<file path="src/process_interval_timer_bank_assert.svh">
// Assertion macros for the interval timer bank.
`ifndef PROCESS_INTERVAL_TIMER_BANK_ASSERT_SVH
`define PROCESS_INTERVAL_TIMER_BANK_ASSERT_SVH

// Same-cycle implication.
`define PITB_ASSERT_NOW(label, clk, rst, ante, cons) \
   label: assert property (@(posedge clk) disable iff (rst) (ante) |-> (cons)) \
      else $error("pitb check failed");

// Next-cycle implication.
`define PITB_ASSERT_NEXT(label, clk, rst, ante, cons) \
   label: assert property (@(posedge clk) disable iff (rst) (ante) |=> (cons)) \
      else $error("pitb check failed");

`endif

</file>
<file path="src/pitb_pkg.sv">
package pitb_pkg;

   localparam int NUM_PROCS = 8;
   localparam int NUM_KINDS = 3;
   localparam int PROC_W    = 3;
   localparam int IDX_W     = (NUM_PROCS > 1) ? $clog2(NUM_PROCS) : 1;
   localparam int CMP_W     = (IDX_W > PROC_W) ? IDX_W : PROC_W;
   localparam int SEQ_W     = NUM_PROCS + 2;
   localparam int POS_W     = $clog2(SEQ_W + 1);

   localparam logic [1:0] FUNC_TICK = 2'd0;
   localparam logic [1:0] FUNC_SET  = 2'd1;
   localparam logic [1:0] FUNC_GET  = 2'd2;

   localparam logic [1:0] KIND_REAL = 2'd0;
   localparam logic [1:0] KIND_VIRT = 2'd1;
   localparam logic [1:0] KIND_PROF = 2'd2;
   localparam logic [1:0] KIND_BAD  = 2'd3;

   localparam logic [1:0] RES_EXPIRED   = 2'd0;
   localparam logic [1:0] RES_TICK_DONE = 2'd1;
   localparam logic [1:0] RES_REPLY     = 2'd2;

   // Operation travelling down the cell row, collecting results as it goes.
   typedef struct packed {
      logic [1:0]           func;
      logic [PROC_W-1:0]    proc;
      logic                 in_kernel;
      logic [1:0]           which;
      logic [31:0]          new_count;
      logic [31:0]          new_interval;
      logic [31:0]          old_count;
      logic [31:0]          old_interval;
      logic [NUM_PROCS-1:0] real_exp;
      logic                 virt_exp;
      logic                 prof_exp;
   } pkt_type;

   typedef struct packed {
      logic [31:0] count;
      logic        expired;
   } adv_type;

   // One tick of a timer: decrement a running count, reload on reaching zero.
   function automatic adv_type advance(input logic [31:0] count, input logic [31:0] interval);
      adv_type r;
      r.expired = (count == 32'd1);
      if (count == 32'd0) begin
         r.count = 32'd0;
      end else if (r.expired) begin
         r.count = interval;
      end else begin
         r.count = count - 32'd1;
      end
      return r;
   endfunction

endpackage

</file>
<file path="src/pitb_emit.sv">
module pitb_emit
   import pitb_pkg::*;
(
   input  logic        clock,
   input  logic        reset,
   input  logic        pkt_valid,
   input  pkt_type     pkt,
   output logic        done,
   output logic        rsp_valid,
   input  logic        rsp_ready,
   output logic [1:0]  rsp_result_kind,
   output logic [2:0]  rsp_slot,
   output logic [1:0]  rsp_kind,
   output logic [31:0] rsp_count_value,
   output logic [31:0] rsp_interval_value,
   output logic        rsp_last
);

   typedef enum logic [2:0] {
      ST_IDLE = 3'b001,
      ST_WALK = 3'b010,
      ST_LAST = 3'b100
   } state_type;

   state_type        state_ff, state_in;
   pkt_type          hold_ff, hold_in;
   logic [SEQ_W-1:0] seq_ff, seq_in;
   logic [POS_W-1:0] pos_ff, pos_in;
   logic [POS_W-1:0] pos_m2;
   logic             out_free;

   logic        valid_ff, valid_in;
   logic [1:0]  rk_ff, rk_in;
   logic [2:0]  slot_ff, slot_in;
   logic [1:0]  kind_ff, kind_in;
   logic [31:0] cnt_ff, cnt_in;
   logic [31:0] ivl_ff, ivl_in;
   logic        last_ff, last_in;

   assign out_free = !valid_ff || rsp_ready;
   assign pos_m2   = pos_ff - POS_W'(2);

   always_comb begin
      state_in = state_ff;
      hold_in  = hold_ff;
      seq_in   = seq_ff;
      pos_in   = pos_ff;
      done     = 1'b0;
      valid_in = valid_ff && !rsp_ready;
      rk_in    = rk_ff;
      slot_in  = slot_ff;
      kind_in  = kind_ff;
      cnt_in   = cnt_ff;
      ivl_in   = ivl_ff;
      last_in  = last_ff;
      case (state_ff)
         ST_IDLE: begin
            if (pkt_valid) begin
               hold_in = pkt;
               seq_in  = {pkt.real_exp, pkt.prof_exp, pkt.virt_exp};
               pos_in  = '0;
               case (pkt.func)
                  FUNC_TICK:          state_in = ST_WALK;
                  FUNC_SET, FUNC_GET: state_in = ST_LAST;
                  default:            done     = 1'b1;
               endcase
            end
         end
         ST_WALK: begin
            // virtual, profiling, then real timers by ascending slot
            if (!seq_ff[0] || out_free) begin
               seq_in = seq_ff >> 1;
               pos_in = pos_ff + POS_W'(1);
               if (seq_ff[0]) begin
                  valid_in = 1'b1;
                  rk_in    = RES_EXPIRED;
                  cnt_in   = 32'd0;
                  ivl_in   = 32'd0;
                  last_in  = 1'b0;
                  if (pos_ff == POS_W'(0)) begin
                     slot_in = hold_ff.proc;
                     kind_in = KIND_VIRT;
                  end else if (pos_ff == POS_W'(1)) begin
                     slot_in = hold_ff.proc;
                     kind_in = KIND_PROF;
                  end else begin
                     slot_in = 3'(pos_m2);
                     kind_in = KIND_REAL;
                  end
               end
               if (pos_ff == POS_W'(SEQ_W - 1)) begin
                  state_in = ST_LAST;
               end
            end
         end
         ST_LAST: begin
            if (out_free) begin
               valid_in = 1'b1;
               slot_in  = hold_ff.proc;
               last_in  = 1'b1;
               if (hold_ff.func == FUNC_TICK) begin
                  rk_in   = RES_TICK_DONE;
                  kind_in = KIND_REAL;
                  cnt_in  = 32'd0;
                  ivl_in  = 32'd0;
               end else begin
                  rk_in   = RES_REPLY;
                  kind_in = hold_ff.which;
                  cnt_in  = hold_ff.old_count;
                  ivl_in  = hold_ff.old_interval;
               end
               state_in = ST_IDLE;
               done     = 1'b1;
            end
         end
         default: begin
            state_in = ST_IDLE;
         end
      endcase
   end

   always_ff @(posedge clock) begin
      if (reset) begin
         state_ff <= ST_IDLE;
         valid_ff <= 1'b0;
      end else begin
         state_ff <= state_in;
         valid_ff <= valid_in;
      end
      hold_ff <= hold_in;
      seq_ff  <= seq_in;
      pos_ff  <= pos_in;
      rk_ff   <= rk_in;
      slot_ff <= slot_in;
      kind_ff <= kind_in;
      cnt_ff  <= cnt_in;
      ivl_ff  <= ivl_in;
      last_ff <= last_in;
   end

   assign rsp_valid          = valid_ff;
   assign rsp_result_kind    = rk_ff;
   assign rsp_slot           = slot_ff;
   assign rsp_kind           = kind_ff;
   assign rsp_count_value    = cnt_ff;
   assign rsp_interval_value = ivl_ff;
   assign rsp_last           = last_ff;

endmodule

</file>
<file path="config.mk">
export PLATFORM = sky130hd
export DESIGN_NAME = pitb_emit
export DESIGN_NICKNAME = d
export VERILOG_FILES = /design/src/process_interval_timer_bank_assert.svh /design/src/pitb_pkg.sv /design/src/pitb_emit.sv
export SDC_FILE = /design/constraint.sdc
export NUM_CORES = 1
export LEC_CHECK = 0
export BUFFER_PORTS_ARGS = -buffer_cell sky130_fd_sc_hd__buf_2
export CAP_MARGIN = 20
export CORE_ASPECT_RATIO = 1.25
export CORE_MARGIN = 3
export CORE_UTILIZATION = 52
export DETAILED_ROUTE_END_ITERATION = 8
export GPL_ROUTABILITY_DRIVEN = 0
export PLACE_DENSITY = 0.84
export SYNTH_ARGS = -nofsm -noshare
export SYNTH_HDL_FRONTEND = slang
export SYNTH_SLANG_ARGS = --single-unit
</file>
<file path="constraint.sdc">
create_clock -name clock -period 13.6 [get_ports clock]
set_clock_uncertainty 0.2 [all_clocks]
set_input_delay 1.36 -clock clock [delete_from_list [all_inputs] [get_ports clock]]
set_output_delay 1.36 -clock clock [all_outputs]
set_load 0.02 [all_outputs]
</file>
Yosys cells after proc, flatten, opt, wreduce, memory -nomap -nowiden
Index checks and enable logic that the tools add are counted.
- word-level logic and storage cells: 97
- bits of input ports: 150
- register bits after elaboration: 161
- $add $sub $neg: 2
- reduce and logical (&&, ||, !) cells: 17
- equality and inequality tests: 13
- mux-type cells: 50
- operators with widths (kind ; number):
    2-to-1 mux 32 bit ; 6
    case mux 32 bit (2 select lines) ; 2
    2-to-1 mux 3 bit ; 9
    2-to-1 mux 10 bit ; 2
    2-to-1 mux 2 bit ; 10
    case mux 10 bit (2 select lines) ; 1
    case mux 3 bit (2 select lines) ; 2
    inequality test 2 bit (second input constant) ; 5
    2-to-1 mux 1 bit ; 9
    case mux 3 bit (3 select lines) ; 1
    2-to-1 mux 4 bit ; 2
    case mux 2 bit (2 select lines) ; 2
    case mux 4 bit (2 select lines) ; 1
    case mux 1 bit (2 select lines) ; 3
    AND reduction 5 bit ; 1
    adder 4 x 1 -> 4 bit (second input constant) ; 1
    equality test 4 x 1 -> 1 bit (second input constant) ; 1
    equality test 4 bit (second input constant) ; 1
    zero test 2 bit ; 2
    zero test 4 bit ; 1
    AND reduction 4 bit ; 1
    nonzero test 2 bit ; 2
    equality test 3 x 1 -> 1 bit (second input constant) ; 1
    equality test 3 x 2 -> 1 bit (second input constant) ; 1
    other kinds (12) ; 15

Longest topological paths before layout
Gate-level depths: netlist (run 1).
- depth in word-level cells: 6
- mapped depth: 7

Worst setup path after synthesis (run 1)
Ideal clock, no wire load.
- kind: input -> register
- from: input port rsp_ready
- to: register cnt_ff[0] (netlist: rsp_count_value[0]), enable pin
- library setup time: 504 ps
- stages on the path: 2
- slack: 8286 ps
- arrival: 4609 ps
- required time: 12896 ps
- cell sequence: and2b_1 -> nor2_1
- cells in the longest elaborated chain, start to end: 4
- elaborated cells between the ends (all ways): 5
- RTL lines (item ; line ; text):
    from (decl) ; pitb_emit.sv:10 ; input logic rsp_ready,
    logical OR 1 bit (*) ; pitb_emit.sv:40 ; assign out_free = !valid_ff || rsp_ready;
    logical OR 1 bit ; pitb_emit.sv:71 ; if (!seq_ff[0] || out_free) begin
    inequality test 2 bit (no source line) ; -- ;
    AND reduction 4 bit (no source line) (*) ; -- ;
    to (signal assigned) ; pitb_emit.sv:136 ; cnt_ff <= cnt_in;
    to (decl) ; pitb_emit.sv:36 ; logic [31:0] cnt_ff, cnt_in;
Mark *: on every way between the ends. The rest lies on a longest branch, timed or not.
A chain may end at the register's enable or synchronous reset.

Final worst setup path (run 1)
- from: input port pkt_valid
- to: output port done
- cells in the longest elaborated chain, start to end: 2
- RTL lines (item ; line ; text):
    from (decl) ; pitb_emit.sv:6 ; input logic pkt_valid,
    2-to-1 mux 1 bit ; pitb_emit.sv:58 ; if (pkt_valid) begin
    case mux 1 bit (2 select lines) ; pitb_emit.sv:56 ; case (state_ff)
    to (decl) ; pitb_emit.sv:8 ; output logic done,
Every way passes these cells.

==> results.toml, run 1 <==
[outcome]
status = "finished clean"

[logic_synthesis]
synth_fp_nets = 492
ys_seq_area_frac = 0.819
synth_largest_area_cell = "edfxtp_1"
synth_cell_types = 35
synthArstFlopShare = 0
synthTopCellsByCount = "edfxtp_1 (157), and2_1 (66), nand2_1 (34), nor2_1 (12), o21ai_0 (9)"
netlist_instances = 336
avgSynthCellArea_um2 = 17.4
synth_area_leaders = "edfxtp_1 (81%), and2_1 (7.1%), nand2_1 (2.2%)"
ys_ff_latch = 161
synth_area_um2 = 5850
synth_top_area_frac = 0.806
synthFlopType = "edfxtp_1"
yosysWarnings = 0
synth_edf_count = 157
synth.most_common_cell = "edfxtp_1"

[worst_setup_path]
max_stage_delay_ps = 750
required_ps = 12040
critPathCaptureType = "output pin"
arrival_ps = 2570
slowest_stage = "and2_4"
critPathKind = "input port to output pin"
crit_family = "simple AND/OR/NAND/NOR gates"
worstPathMaxFanout = 72
crit_path_cell_trace = "buf_2 -> and2_4 -> o2bb2ai_1 -> buf_2"
reg2reg_depth = 5
crit_top_cell = "buf_2"
cp.depth = 4
start_kind = "input port"
path_buf_inv = 2

[drt]
ant_nets = 0
vias = 3211
drc = 0
viasPerCell = 4.96
first_iter_violations = 135
wirelength_mm = 10.2
dr.pass1.iters = 4
drt-wirelength-per-cell_um = 15.8

[clock_network]
htree_levels = 4
post-cts-setup-buffers = 0
numCtsBuffers = 17
max-clock-path-buffers = 2
clock-sinks = 161
ctsHoldBuffers = 0
clk_pin_slew_ps = 60
root_buffer = "clkbuf_16"
clk_latency_ps = 400
tritoncts = "built"
cts_resized = 0

[power]
power_leakage_nw = 2.85
vdd_drop_max_v = 0.0000892
cellPowerDensity_nw_per_um2 = 191
power_mw = 1.40

[sta]
setup_viol = 0
slew_viol_final = 0
hold_viol_final = 0
slew_headroom = 0.314
tns_ps = 0
worst_hold_slack_ps = 313
rsz0062_at_grt = "no"
worst_pin_slew_ps = 1030
post-route-period-util = 0.304
max_freq_mhz = 242
fin_crit_ps = 4130

[run]
drv_cap = 0

[worst_hold_path]
holdPathStages = 1
hold_path_class = "flip-flop to flip-flop"

[global_routing]
grt_max_degree = 73
grt_pass1_vias = 3179
grtUsageTotal = 0.167
gr-total-overflow = 0
antenna_found_initial = 1
grt_pass1_wl_mm = 15.8

[floorplan]
die_w_um = 101
core_um2 = 10800
dieHeight_um = 125
initial_core_util = 0.543
die_area_um2 = 12600
io-pin-count = 224
fp-row-count = 42

[placement]
dpl_cell_area_um2 = 6740
dp_hpwl_mm = 6.85
io_buffers = 158
dp.cells = 617

[cells_and_area]
fin_area_um2 = 7330
multi_input_area_um2 = 943
seqCellArea_um2 = 4790
drive_gt1_frac = 0.377
fillers = 700
layout.nets = 660
area_growth_pct = 25.3
stdcell_count = 647
==> cells in the final DEF, fill, tap and decap left out, types with 2 or more instances in the layout <==
cell and count:
a211o_1 2, a21oi_1 4, and2_1 65, buf_2 158, buf_4 3, bufinv_16 4, clkbuf_16 17, clkinv_2 3
clkinvlp_4 3, dfxtp_1 4, edfxtp_1 157, ha_1 6, inv_1 4, nand2_1 34, nand3_1 2, nand3b_1 2
nand4_1 2, nor2_1 11, nor2_4 2, nor3_1 2, nor3b_1 2, o21ai_0 9
==> sequential cells by signal (all words and copies together), names as in the netlist <==
| register | count |
|---|---|
| hold_ff | 71 |
| pos_ff | 4 |
| rsp_count_value | 32 |
| rsp_interval_value | 32 |
| rsp_kind | 2 |
| rsp_last | 1 |
| rsp_result_kind | 2 |
| rsp_slot | 3 |
| rsp_valid | 1 |
| seq_ff | 10 |
| state_ff | 3 |
==> final cells by class <==
cell class,instances,share of cell area
antenna,1,0.000341
tap,132,0.0225
multi-input combinational,158,0.129
inverter,5,0.00273
clock inverter,11,0.0225
sequential,161,0.654
clock buffer,18,0.0585
timing repair buffer,161,0.111
==> final timing paths <==
| kind | from | endpoint | slack (ps) |
|---|---|---|---|
| hold / removal | hold_ff[28]$_DFFE_PP_ | rsp_interval_value[18]$_SDFFCE_PP0P_ | 310 |
| hold reg to reg | hold_ff[28]$_DFFE_PP_ | rsp_interval_value[18]$_SDFFCE_PP0P_ | 310 |
| setup / recovery | pkt_valid | done | 9470 |
| setup reg to reg | state_ff[2]$_SDFFE_PP0P_ | rsp_kind[1]$_DFFE_PP_ | 10970 |
==> routing by layer <==
metal | wire length, µm | track usage
met1 | 3940 | 0.197
met2 | 5240 | 0.282
met3 | 778 | 0.0476
met4 | 252 | 0.0698
met5 | 0 | 0
==> report_power, final <==
group | leakage (nW) | internal (mW) | switching, mW
combinational | 1.08 | 0.0598 | 0.145
clock | 0.282 | 0.303 | 0.172
sequential | 1.49 | 0.689 | 0.0345
==> per-stage QoR <==
| step | setup slack [ps] | utilization |
|---|---|---|
| 6_report | 9470 | 0.681 |
| 5_1_grt | 9200 | 0.681 |
| 4_1_cts | 9420 | 0.680 |
| 3_5_place_dp | 9410 | 0.625 |
| 3_3_place_gp | 9420 | 0.625 |
| 2_1_floorplan | 8290 | - |
==> cell families (layout without fill, tap and decap cells) <==
family	Yosys count	in the layout	share of synthesized area
simple gates	131	131	0.124
compound gates	19	19	0.0197
fa+ha+maj	6	6	0.0128
buf+inv	17	195	0.0212
xor+xnor	2	2	0.00299
flops	161	161	0.819
other cells	0	1	0
No activity file was read; power rests on OpenSTA's default activity.
==> run 2: changes to the inputs <==
--- a/config.mk
+++ b/config.mk
@@ -9,10 +9,10 @@
 export CAP_MARGIN = 20
 export CORE_ASPECT_RATIO = 1.25
 export CORE_MARGIN = 3
-export CORE_UTILIZATION = 52
+export CORE_UTILIZATION = 49
 export DETAILED_ROUTE_END_ITERATION = 8
 export GPL_ROUTABILITY_DRIVEN = 0
-export PLACE_DENSITY = 0.84
+export PLACE_DENSITY = 0.8
 export SYNTH_ARGS = -nofsm -noshare
 export SYNTH_HDL_FRONTEND = slang
 export SYNTH_SLANG_ARGS = --single-unit
==> constraint.sdc (replaced) <==
create_clock -name clock -period 4 [get_ports clock]
set_clock_uncertainty 0.2 [all_clocks]
set_input_delay 0.4 -clock clock [delete_from_list [all_inputs] [get_ports clock]]
set_output_delay 0.4 -clock clock [all_outputs]
set_load 0.02 [all_outputs]
==> results.toml, run 2 (synthesized netlist as in run 1, its figures left out) <==
[clock_network]
clk_latency_ps = 400
clk_pin_slew_ps = 60
htree_levels = 4
tritoncts = "built"
post-cts-setup-buffers = 0
clock-sinks = 161
root_buffer = "clkbuf_16"
max-clock-path-buffers = 2
numCtsBuffers = 17

[cells_and_area]
fillers = 792
mostFrequentLayoutCell = "buf_2"
multi_input_area_um2 = 943
largest_register_ffs = 71
top_register = "hold_ff"
layout.nets = 732
most-common-layout-cells = "buf_2 (158), edfxtp_1 (157), dlygate4sd3_1 (70)"
area_growth_pct = 38.1
final_util = 0.693
antenna_cells = 0
drive_gt1_frac = 0.338
fin_area_um2 = 8080
seqCellArea_um2 = 4790

[global_routing]
grt_pass1_vias = 3603
antenna_found_initial = 0
grtUsageTotal = 0.188
grt_max_degree = 73
grt_pass1_wl_mm = 19.0
gr-total-overflow = 0

[placement]
dp_slack_ps = 1380
io_buffers = 158
dpl_cell_area_um2 = 6780
dp_hpwl_mm = 7.08

[sta]
slew_headroom = 0.390
worst_pin_slew_ps = 915
rsz0062_at_grt = "no"
setup_ws_ps = 1060
setup_viol = 0
slew_viol_final = 0
hold_viol_final = 0
fin_crit_ps = 2940
max_freq_mhz = 340
post-route-period-util = 0.735
tns_ps = 0

[worst_setup_path]
crit_start = "state_ff[0]$_SDFFE_PP1P_"
critPathKind = "flip-flop to output pin"
crit_end = "done"
critPathCaptureType = "output pin"
reg2reg_depth = 5
worstPathMaxFanout = 47
arrival_ps = 2340
start_kind = "flip-flop"
reg2reg_slack_ps = 1360
r2r_start = "state_ff[2]$_SDFFE_PP0P_"
required_ps = 3400
r2r-end = "rsp_kind[0]$_DFFE_PP_"

[floorplan]
fp-row-count = 44
initial_core_util = 0.501
die_w_um = 104
die_area_um2 = 13300
core_um2 = 11700
dieHeight_um = 128
io-pin-count = 224

[drt]
dr.pass1.iters = 4
wl_met2_mm = 6.54
dr.max_layer_used = "met4"
viasPerCell = 4.75
first_iter_violations = 127
met3WireLength_um = 761
vias = 3562
wl_met1_mm = 4.76
drc = 0
drt-wirelength-per-cell_um = 16.4
ant_nets = 0
wirelength_mm = 12.3

[worst_hold_path]
hold_path_class = "input port to flip-flop"
hp-start = "pkt[144]"

[power]
power_leakage_nw = 3.15
cellPowerDensity_nw_per_um2 = 596
vdd_drop_max_v = 0.000477

[outcome]
status = "finished clean"

[run]
drv_cap = 0
run 2: cell types whose count changed in the layout (fill, tap and decap cells not counted), sizes merged, moves of 2 or more:
| cell | before | now |
|---|---|---|
| inv | 5 | 9 |
| buf | 161 | 163 |
| dlygate4sd3 | 0 | 70 |
| bufinv | 4 | 2 |
run 2: layout make-up:
| class | count | share of cell area |
|---|---|---|
| Sequential cell | 161 | 0.593 |
| Timing Repair Buffer | 233 | 0.191 |
| Multi-Input combinational cell | 158 | 0.117 |
| Clock buffer | 17 | 0.0526 |
| Tap cell | 161 | 0.0249 |
| Clock inverter | 15 | 0.0195 |
| Inverter | 5 | 0.00248 |
run 2: routing by layer:
layer  GRT usage  vias up
met5           0        -
met3      0.0514       21
li1            -     1698
met4      0.0673        0
met2       0.331      159
met1       0.223     1684
run 2: critical path, cell delays in order (launching register included):
cell and delay, ps:
dfxtp_1 510, nor3b_1 430, and2_4 610, o2bb2ai_1 190
buf_2 190
run 2: through the flow:
| step | std cells | total power [mW] | hold WS [ps] |
|---|---|---|---|
| 2_1_floorplan | 336 | 2.96 | 272 |
| 3_3_place_gp | 647 | 3.17 | 297 |
| 3_5_place_dp | 647 | 3.22 | 302 |
| 4_1_cts | 748 | 4.84 | 1.05 |
| 5_1_grt | 750 | 5.04 | 13.9 |
| 6_report | 750 | 4.82 | 19.8 |
run 2: worst min-delay path by stage:
stage | end | cells after the start | slack (ps)
after global placement | seq_ff[5]$_DFFE_PP_ | 2 | 300
after global routing | hold_ff[144]$_DFFE_PP_ | 1 | 10
after detailed placement | rsp_interval_value[17]$_SDFFCE_PP0P_ | 1 | 300
final | hold_ff[144]$_DFFE_PP_ | 1 | 20
after CTS | hold_ff[44]$_DFFE_PP_ | 1 | 1
after floorplan | rsp_valid$_SDFF_PP0_ | 1 | 270
run 2: power breakdown:
group	leakage (nW)	total (mW)	internal, mW	switching, mW
Combinational	1.39	0.776	0.258	0.518
Sequential	1.49	2.47	2.34	0.129
Clock	0.274	1.57	0.926	0.646
run 2: timing repair:
item                                   in CTS  in global routing
gates resized for setup                     0                  0
setup endpoints to repair                   0                  0
endpoints found under the hold margin      69                  1
hold buffers                               69                  1
